==> config.mk <==
export PLATFORM = sky130hd
export DESIGN_NAME = positional_insert_queue_flat
export DESIGN_NICKNAME = d
export VERILOG_FILES = /design/src/rtl/piq_pkg.sv /design/src/rtl/piq_req_if.sv /design/src/rtl/piq_rsp_if.sv /design/src/rtl/piq_ctrl.sv /design/src/rtl/piq_datapath.sv /design/src/rtl/positional_insert_queue.sv /design/src/flat_wrapper.sv
export SDC_FILE = /design/constraint.sdc
export NUM_CORES = 2
export LEC_CHECK = 0
export ABC_AREA = 1
export ABC_CLOCK_PERIOD_IN_PS = 24400
export BUFFER_PORTS_ARGS = -buffer_cell sky130_fd_sc_hd__buf_2
export CAP_MARGIN = 20
export CORE_MARGIN = 4
export CORE_UTILIZATION = 50
export CTS_BUF_LIST = sky130_fd_sc_hd__clkbuf_8 sky130_fd_sc_hd__clkbuf_16
export DETAILED_ROUTE_END_ITERATION = 12
export HOLD_SLACK_MARGIN = 0.08
export PLACE_DENSITY = 0.66
export SYNTH_ARGS = -nofsm -noshare
export SYNTH_HDL_FRONTEND = slang
export SYNTH_SLANG_ARGS = --single-unit
==> constraint.sdc <==
create_clock -name clk -period 24.4 [get_ports clk]
set_input_delay 1.22 -clock clk [delete_from_list [all_inputs] [get_ports clk]]
set_output_delay 1.22 -clock clk [all_outputs]
set_load 0.05 [all_outputs]
==> src/rtl/piq_pkg.sv <==
// piq_pkg: shared types and codes for the positional insert queue
`timescale 1ns / 1ps
package piq_pkg;

  // request codes carried in req_type
  typedef enum logic [1:0] {
    REQ_APPEND = 2'd0,
    REQ_INSERT = 2'd1,
    REQ_REMOVE = 2'd2,
    REQ_QUERY  = 2'd3
  } piq_req_e_t;

  // one stored record
  typedef struct packed {
    logic [63:0] name;
    logic [15:0] start;
    logic [15:0] duration;
  } piq_rec_t;

  // operation applied to the cell row
  typedef enum logic [1:0] {
    OP_HOLD   = 2'd0,
    OP_PLACE  = 2'd1,
    OP_DROP   = 2'd2,
    OP_REJECT = 2'd3
  } piq_op_t;

  // controller states
  typedef enum logic [1:0] {
    ST_IDLE = 2'd0,
    ST_EXEC = 2'd1,
    ST_RESP = 2'd2
  } piq_state_t;

  // controller to datapath
  typedef struct packed {
    logic    capture;
    logic    execute;
    piq_op_t op;
  } piq_cmd_t;

  // datapath to controller
  typedef struct packed {
    piq_req_e_t req;
    logic       pos_zero;
    logic       full;
    logic       empty;
  } piq_status_t;

endpackage

==> src/rtl/piq_req_if.sv <==
// piq_req_if: request channel with valid/ready handshake
`timescale 1ns / 1ps
interface piq_req_if;
  logic        valid;
  logic        ready;
  logic [1:0]  req_type;
  logic [63:0] item_name;
  logic [15:0] item_start;
  logic [15:0] item_duration;
  logic [7:0]  position;

  modport source (output valid, req_type, item_name, item_start, item_duration, position,
                  input ready);
  modport sink (input valid, req_type, item_name, item_start, item_duration, position,
                output ready);
endinterface

==> src/rtl/piq_rsp_if.sv <==
// piq_rsp_if: response channel with valid/ready handshake
`timescale 1ns / 1ps
interface piq_rsp_if;
  logic        valid;
  logic        ready;
  logic [63:0] head_name;
  logic [15:0] head_start;
  logic [15:0] head_duration;
  logic [4:0]  fill_count;
  logic        queue_empty;
  logic        rejected;

  modport source (output valid, head_name, head_start, head_duration, fill_count,
                  queue_empty, rejected, input ready);
  modport sink (input valid, head_name, head_start, head_duration, fill_count,
                queue_empty, rejected, output ready);
endinterface

==> src/rtl/piq_ctrl.sv <==
// piq_ctrl: request sequencing state machine for the positional insert queue
`timescale 1ns / 1ps
module piq_ctrl (
  input  logic                 clk,
  input  logic                 rst,
  input  logic                 req_valid,
  output logic                 req_ready,
  output logic                 rsp_valid,
  input  logic                 rsp_ready,
  input  piq_pkg::piq_status_t status,
  output piq_pkg::piq_cmd_t    cmd
);
  import piq_pkg::*;

  piq_state_t state;
  piq_state_t state_next;

  // state register
  always_ff @(posedge clk) begin
    if (rst) begin
      state <= ST_IDLE;
    end else begin
      state <= state_next;
    end
  end

  // next state and commands
  always_comb begin
    state_next  = state;
    req_ready   = 1'b0;
    rsp_valid   = 1'b0;
    cmd.capture = 1'b0;
    cmd.execute = 1'b0;
    cmd.op      = OP_HOLD;
    unique case (state)
      ST_IDLE: begin
        req_ready   = 1'b1;
        cmd.capture = req_valid;
        if (req_valid) begin
          state_next = ST_EXEC;
        end
      end
      ST_EXEC: begin
        cmd.execute = 1'b1;
        // pick the row operation from the captured request
        case (status.req)
          REQ_APPEND: cmd.op = status.full ? OP_REJECT : OP_PLACE;
          REQ_INSERT: begin
            if (status.pos_zero) begin
              cmd.op = OP_HOLD;
            end else begin
              cmd.op = status.full ? OP_REJECT : OP_PLACE;
            end
          end
          REQ_REMOVE: cmd.op = status.empty ? OP_HOLD : OP_DROP;
          default:    cmd.op = OP_HOLD;
        endcase
        state_next = ST_RESP;
      end
      ST_RESP: begin
        rsp_valid = 1'b1;
        if (rsp_ready) begin
          state_next = ST_IDLE;
        end
      end
      default: begin
        state_next = ST_IDLE;
      end
    endcase
  end

`ifndef SYNTHESIS
  // never take a request while a response is pending
  a_no_overlap: assert property (@(posedge clk) disable iff (rst)
    !(req_ready && rsp_valid))
    else $error("request accepted while response pending");

  // an accepted request is executed in the next cycle
  a_accept_exec: assert property (@(posedge clk) disable iff (rst)
    (req_valid && req_ready) |=> (state == ST_EXEC))
    else $error("accepted request not executed");

  // execution always leads straight to the response
  a_exec_resp: assert property (@(posedge clk) disable iff (rst)
    (state == ST_EXEC) |=> (state == ST_RESP))
    else $error("execute not followed by response");
`endif

endmodule

==> src/rtl/piq_datapath.sv <==
// piq_datapath: shifting cell row, fill count and response fields
`timescale 1ns / 1ps
module piq_datapath #(
  parameter int DEPTH = 16
) (
  input  logic                 clk,
  input  logic                 rst,
  input  piq_pkg::piq_cmd_t    cmd,
  output piq_pkg::piq_status_t status,
  input  logic [1:0]           req_type,
  input  logic [63:0]          item_name,
  input  logic [15:0]          item_start,
  input  logic [15:0]          item_duration,
  input  logic [7:0]           position,
  output logic [63:0]          head_name,
  output logic [15:0]          head_start,
  output logic [15:0]          head_duration,
  output logic [4:0]           fill_count,
  output logic                 queue_empty,
  output logic                 rejected
);
  import piq_pkg::*;

  localparam int CW   = $clog2(DEPTH + 1);
  localparam int IW   = $clog2(DEPTH);
  localparam int CMPW = (CW > 8) ? CW : 8;

  piq_req_e_t     req_r;
  logic [7:0]     pos_r;
  piq_rec_t       rec_r;
  piq_rec_t       row [DEPTH];
  logic [CW-1:0]  count;
  logic [IW-1:0]  place_idx;
  logic           beyond;

  // capture the accepted request
  always_ff @(posedge clk) begin
    if (cmd.capture) begin
      req_r          <= piq_req_e_t'(req_type);
      pos_r          <= position;
      rec_r.name     <= item_name;
      rec_r.start    <= item_start;
      rec_r.duration <= item_duration;
    end
  end

  // target slot: tail for append or a position past the count
  assign beyond = (CMPW'(pos_r) > CMPW'(count));
  always_comb begin
    if (req_r == REQ_INSERT && !beyond) begin
      place_idx = IW'(pos_r - 8'd1);
    end else begin
      place_idx = IW'(count);
    end
  end

  // status for the controller
  assign status.req      = req_r;
  assign status.pos_zero = (pos_r == 8'd0);
  assign status.full     = (count == CW'(DEPTH));
  assign status.empty    = (count == '0);

  // cell row: each slot holds, loads the new record, or takes a neighbor
  for (genvar i = 0; i < DEPTH; i++) begin : g_cell
    always_ff @(posedge clk) begin
      if (cmd.op == OP_PLACE) begin
        if (IW'(i) == place_idx) begin
          row[i] <= rec_r;
        end else if (IW'(i) > place_idx) begin
          row[i] <= row[(i > 0) ? i - 1 : 0];
        end
      end else if (cmd.op == OP_DROP && i < DEPTH - 1) begin
        row[i] <= row[(i < DEPTH - 1) ? i + 1 : i];
      end
    end
  end

  // fill count and reject flag
  always_ff @(posedge clk) begin
    if (rst) begin
      count    <= '0;
      rejected <= 1'b0;
    end else if (cmd.execute) begin
      rejected <= (cmd.op == OP_REJECT);
      if (cmd.op == OP_PLACE) begin
        count <= count + CW'(1);
      end else if (cmd.op == OP_DROP) begin
        count <= count - CW'(1);
      end
    end
  end

  // response fields: head reads as zero when empty
  assign queue_empty   = (count == '0);
  assign head_name     = queue_empty ? 64'd0 : row[0].name;
  assign head_start    = queue_empty ? 16'd0 : row[0].start;
  assign head_duration = queue_empty ? 16'd0 : row[0].duration;
  assign fill_count    = 5'(count);

`ifndef SYNTHESIS
  // count never passes the capacity
  a_count_bound: assert property (@(posedge clk) disable iff (rst)
    count <= CW'(DEPTH))
    else $error("fill count above capacity");

  // a rejected record leaves the count unchanged and raises the flag
  a_reject_stable: assert property (@(posedge clk) disable iff (rst)
    (cmd.op == OP_REJECT) |=> ($stable(count) && rejected))
    else $error("reject changed the queue");

  // a drop removes exactly one record
  a_drop_count: assert property (@(posedge clk) disable iff (rst)
    (cmd.op == OP_DROP) |=> (count == $past(count) - CW'(1)))
    else $error("drop did not decrement count");
`endif

endmodule

==> src/rtl/positional_insert_queue.sv <==
// positional_insert_queue: top level joining controller and datapath
//
// Bounded ordered queue of DEPTH records (name, start time, duration).
// The req channel carries one request per transfer: append at the tail,
// insert at a 1-based position (a position past the count appends, position
// zero is ignored), remove the head, or query only. Each request yields
// exactly one transfer on the rsp channel with the head record after the
// request (zero when empty), the fill count, an empty flag and a reject flag
// set when an append or a nonzero-position insert met a full queue.
// Latency: the request is captured at its transfer, the cell row shifts in
// the next cycle, and the response is valid in the cycle after that.
// The three-state controller (capture, execute, respond) handles one
// request at a time: a new request is taken only after the last response
// has transferred; the row itself shifts all slots together.
// While the receiver stalls the response holds and req.ready stays low.
// Reset (rst, synchronous) empties the queue and returns to idle; slot
// contents are not cleared and are never read while unoccupied.
`timescale 1ns / 1ps
module positional_insert_queue #(
  parameter int DEPTH = 16
) (
  input logic     clk,
  input logic     rst,
  piq_req_if.sink   req,
  piq_rsp_if.source rsp
);
  import piq_pkg::*;

  piq_cmd_t    cmd;
  piq_status_t status;

  // request sequencing
  piq_ctrl u_ctrl (
    .clk       (clk),
    .rst       (rst),
    .req_valid (req.valid),
    .req_ready (req.ready),
    .rsp_valid (rsp.valid),
    .rsp_ready (rsp.ready),
    .status    (status),
    .cmd       (cmd)
  );

  // record storage and response fields
  piq_datapath #(
    .DEPTH (DEPTH)
  ) u_datapath (
    .clk           (clk),
    .rst           (rst),
    .cmd           (cmd),
    .status        (status),
    .req_type      (req.req_type),
    .item_name     (req.item_name),
    .item_start    (req.item_start),
    .item_duration (req.item_duration),
    .position      (req.position),
    .head_name     (rsp.head_name),
    .head_start    (rsp.head_start),
    .head_duration (rsp.head_duration),
    .fill_count    (rsp.fill_count),
    .queue_empty   (rsp.queue_empty),
    .rejected      (rsp.rejected)
  );

endmodule

==> src/flat_wrapper.sv <==
// flat-port wrapper written by rule: the top's interface ports become plain ports
module positional_insert_queue_flat import piq_pkg::*;
#(
  parameter int DEPTH = 16
)
  (clk, rst, req_valid, req_req_type, req_item_name, req_item_start, req_item_duration, req_position, req_ready, rsp_valid, rsp_head_name, rsp_head_start, rsp_head_duration, rsp_fill_count, rsp_queue_empty, rsp_rejected, rsp_ready);
  piq_req_if req_i ();
  piq_rsp_if rsp_i ();
  input logic clk;
  input logic rst;
  input wire logic [$bits(req_i.valid)-1:0] req_valid;
  input wire logic [$bits(req_i.req_type)-1:0] req_req_type;
  input wire logic [$bits(req_i.item_name)-1:0] req_item_name;
  input wire logic [$bits(req_i.item_start)-1:0] req_item_start;
  input wire logic [$bits(req_i.item_duration)-1:0] req_item_duration;
  input wire logic [$bits(req_i.position)-1:0] req_position;
  output wire logic [$bits(req_i.ready)-1:0] req_ready;
  output wire logic [$bits(rsp_i.valid)-1:0] rsp_valid;
  output wire logic [$bits(rsp_i.head_name)-1:0] rsp_head_name;
  output wire logic [$bits(rsp_i.head_start)-1:0] rsp_head_start;
  output wire logic [$bits(rsp_i.head_duration)-1:0] rsp_head_duration;
  output wire logic [$bits(rsp_i.fill_count)-1:0] rsp_fill_count;
  output wire logic [$bits(rsp_i.queue_empty)-1:0] rsp_queue_empty;
  output wire logic [$bits(rsp_i.rejected)-1:0] rsp_rejected;
  input wire logic [$bits(rsp_i.ready)-1:0] rsp_ready;
  assign req_i.valid = req_valid;
  assign req_i.req_type = req_req_type;
  assign req_i.item_name = req_item_name;
  assign req_i.item_start = req_item_start;
  assign req_i.item_duration = req_item_duration;
  assign req_i.position = req_position;
  assign req_ready = req_i.ready;
  assign rsp_valid = rsp_i.valid;
  assign rsp_head_name = rsp_i.head_name;
  assign rsp_head_start = rsp_i.head_start;
  assign rsp_head_duration = rsp_i.head_duration;
  assign rsp_fill_count = rsp_i.fill_count;
  assign rsp_queue_empty = rsp_i.queue_empty;
  assign rsp_rejected = rsp_i.rejected;
  assign rsp_i.ready = rsp_ready;
  positional_insert_queue #(.DEPTH(DEPTH)) u_core (.clk(clk), .rst(rst), .req(req_i), .rsp(rsp_i));
endmodule
==> results.yml <==
floorplanning:
  dieHeight_microns: 423
  dieArea_sq_um: 179000
  top_level_ports: 215
  start_util: 0.503
  rows: 152
  die_x_microns: 423
  core-area_sq_um: 172000
detailed_routing:
  avgRoutedWirePerCell_microns: 21.2
  dr.pass1.iters: 6
  vias_per_cell: 5.81
  drtAntennaViolNets: 0
  vias: 71900
  drc: 0
  routed_wl_microns: 262000
  first_iter_violations: 9272
global_routing:
  track_usage: 0.284
  grt_pass1_wl_microns: 403000
  grt_pass1_vias: 68500
  antenna_found_initial: 1
  grt_max_degree: 217
  grt_use_met3: 0.0424
  overflow: 0
  top_usage_layer: "met2"
  met1_usage: 0.390
  grt_use_met2: 0.459
timing:
  final-setup-viol-count: 0
  slew_headroom: 0.192
  rsz0062_at_grt: "false"
  period_minus_slack_ns: 6.52
  finalMaxSlewViolations: 0
  fin_tns_setup_ns: 0
  fmax_mhz: 153
  worst_slack_ns: 17.88
  post-route-period-util: 0.267
  finalHoldViolations: 0
  worst_pin_slew_ns: 1.21
  finalClockSkew_ns: 0.0270
yosys:
  synth_warnings: 0
  ys_seq_elements: 1650
  ys.flop_type: "edfxtp_1"
  syn_area_per_cell_sq_um: 8.44
  syn-num-nets: 10300
  synth-simple-area-share: 0.263
  synth_top_family_by_area: "simple AND/OR/NAND/NOR gates"
  synthMuxAreaShare: 0
  synth_cells: 10200
  synth_adder_area_share: 0.00212
  ys_seq_area_frac: 0.573
  ys_types: 37
  synthXorXnorAreaFrac: 0.000406
  synth_area_sq_um: 86300
  ys_async_sr_fraction: 0
  synth_edf_count: 1642
  synth-compound-area-share: 0.0780
setup_path:
  worstSetupPathType: "reg2reg"
  end_kind: "flip-flop"
  worstPathArrival_ns: 6.97
  cp.required_ns: 24.85
  cp_top_family: "simple AND/OR/NAND/NOR gates"
  cp-start-kind: "flip-flop"
  cp.depth: 18
  cp_slowest_stage_delay_ns: 1.01
  path_buf_inv: 3
  worstPathCellList: "inv_1 -> ha_1 -> nand2_1 -> nand2_1 -> nand2_1 -> nand2_1 -> nand2_1 -> nand2_1 -> nand2_2 -> nand2_2 -> nand2_1 -> nand2_4 -> buf_4 -> nor2_1 -> nand2_4 -> nand2_4 -> nand2_4 -> buf_4"
  crit_slowest_cell: "nand2_4"
  critPathMostFrequentCell: "nand2_1"
  rr_worst_depth: 18
  path_max_fanout: 58
power_and_ir_drop:
  p_leak_nw: 40.4
  power.density_nw_per_um2: 73.3
  max-vdd-ir-drop_v: 0.0000517
hold_path:
  hold_depth: 2
  hold_path.class: "reg2reg"
placement:
  portBuffers: 214
  placed_cell_area_sq_um: 88000
  dp_hpwl_microns: 144000
  place_ws_ns: 17.74
  dpl.cell_count: 12000
  place.gp.congestion: 0.843
clock_tree:
  clk_pin_slew_ns: 0.06
  cts_buffers: 183
  clock-sinks: 1650
  clk_latency_ns: 0.83
  cts_max_path_buffers: 3
  cts_max_level: 4
  cts_resized: 0
  ctsHoldBuffers: 0
  cts_setup_buffers: 0
  cts_tree: "done"
  cts_root_buf: "clkbuf_16"
layout:
  final_cell_mix: "3482 x nand2_1, 1642 x edfxtp_1, 1352 x nand3_1"
  layout.cells.non_filler: 12400
  synthToLayoutAreaGrowth_pct: 8.66
  nets: 10000
  drive_gt1_frac: 0.0610
  final_common_cell: "nand2_1"
  final_cell_area_sq_um: 93800
run_status:
  status: "complete, no violations"
job:
  maxCapViolCount: 0
## area by class of cell
type | count | area, sq um
fillers | 15700 | 77800
clock inverters | 155 | 1130
flip-flops and latches | 1650 | 49500
inverters | 992 | 3740
multi-input cells | 6764 | 30000
diodes | 1 | 2.50
repair buffers | 316 | 1910
clock buffers | 184 | 4600
well taps | 2310 | 2890
## final timing paths
check	slack (ns)	end	start
worst min register to register	0.51	u_core.u_datapath.fill_count[4]	u_core.u_datapath.fill_count[4]
worst min-delay path	0.51	u_core.u_datapath.fill_count[4]	u_core.u_datapath.fill_count[4]
worst max register to register	17.88	u_core.u_datapath.row[0][423]	u_core.u_datapath.fill_count[1]
worst max-delay path	17.88	u_core.u_datapath.row[0][423]	u_core.u_datapath.fill_count[1]
## cell usage after synthesis, types with 2 or more instances
| cell | n | share of area |
|---|---|---|
| buf_4 | 24 | 0.0021 |
| nor2_4 | 2 | 0.00026 |
| nor3_1 | 4 | 0.00023 |
| inv_1 | 983 | 0.043 |
| nand3_1 | 1356 | 0.079 |
| nor2_1 | 495 | 0.022 |
| a21oi_1 | 199 | 0.012 |
| edfxtp_1 | 1642 | 0.57 |
| nand3b_1 | 97 | 0.0084 |
| clkinv_1 | 2 | 0.000087 |
| o21ai_0 | 661 | 0.038 |
| o21ai_1 | 210 | 0.012 |
| buf_1 | 73 | 0.0032 |
| buf_2 | 224 | 0.013 |
| o22ai_1 | 96 | 0.0070 |
| inv_2 | 7 | 0.00030 |
| nor4_1 | 2 | 0.00014 |
| dfxtp_1 | 8 | 0.0019 |
| xnor2_1 | 3 | 0.00030 |
| o211ai_1 | 96 | 0.0084 |
| ha_1 | 13 | 0.0019 |
| nor2_2 | 2 | 0.00014 |
| a31o_2 | 2 | 0.00020 |
| clkbuf_1 | 498 | 0.022 |
| nand2_2 | 9 | 0.00065 |
| nand2_1 | 3506 | 0.15 |
## state kept, by name (all words and copies together) (netlist names)
signal / flops
u_core.u_datapath.row: 1536
u_core.u_datapath.req_r: 2
u_core.u_datapath.fill_count: 5
u_core.u_datapath.rejected: 1
u_core.u_ctrl.state: 2
u_core.u_datapath.rec_r: 96
u_core.u_datapath.pos_r: 8
## layer usage
metal / up-vias / part of all wire / wire length, microns
li1: 33100 / - / -
met1: 34500 / 0.40 / 105000
met2: 3799 / 0.47 / 123000
met3: 562 / 0.092 / 24300
met4: 0 / 0.039 / 10300
met5: - / 0 / 0
## power breakdown
part	total (mW)	internal [mW]	switching, mW
logic	0.764	0.206	0.558
clock network	2.70	1.51	1.19
registers	3.41	3.34	0.0741
## cell families (layout without fill, tap and decap cells)
group	after synthesis	count (layout)
simple gates	5477	5477
buf+inv	1811	1647
flops	1650	1650
compound gates	1269	1269
fa+ha+maj	14	14
xor+xnor	4	4
other cells	0	1
## through the flow
stage | power (mW) | util | hold slack, ns
3_5_place_dp | 4.23 | 0.513 | 0.496
6_report | 6.88 | 0.547 | 0.508
2_1_floorplan | 3.98 | - | 0.463
4_1_cts | 6.90 | 0.546 | 0.507
3_3_place_gp | 4.20 | 0.513 | 0.491
5_1_grt | 7.12 | 0.547 | 0.523
## worst register-to-register path: stages (launching register included)
cell,delay [ns]
dfxtp_1,0.45
inv_1,0.12
ha_1,0.31
nand2_1,0.06
nand2_1,0.06
nand2_1,0.06
nand2_1,0.06
nand2_1,0.05
nand2_1,0.07
nand2_2,0.11
nand2_2,0.15
nand2_1,0.11
nand2_4,0.66
buf_4,0.79
nor2_1,0.22
nand2_4,0.43
nand2_4,0.56
nand2_4,1.03
buf_4,0.81
No activity file was read; power rests on OpenSTA's default activity.
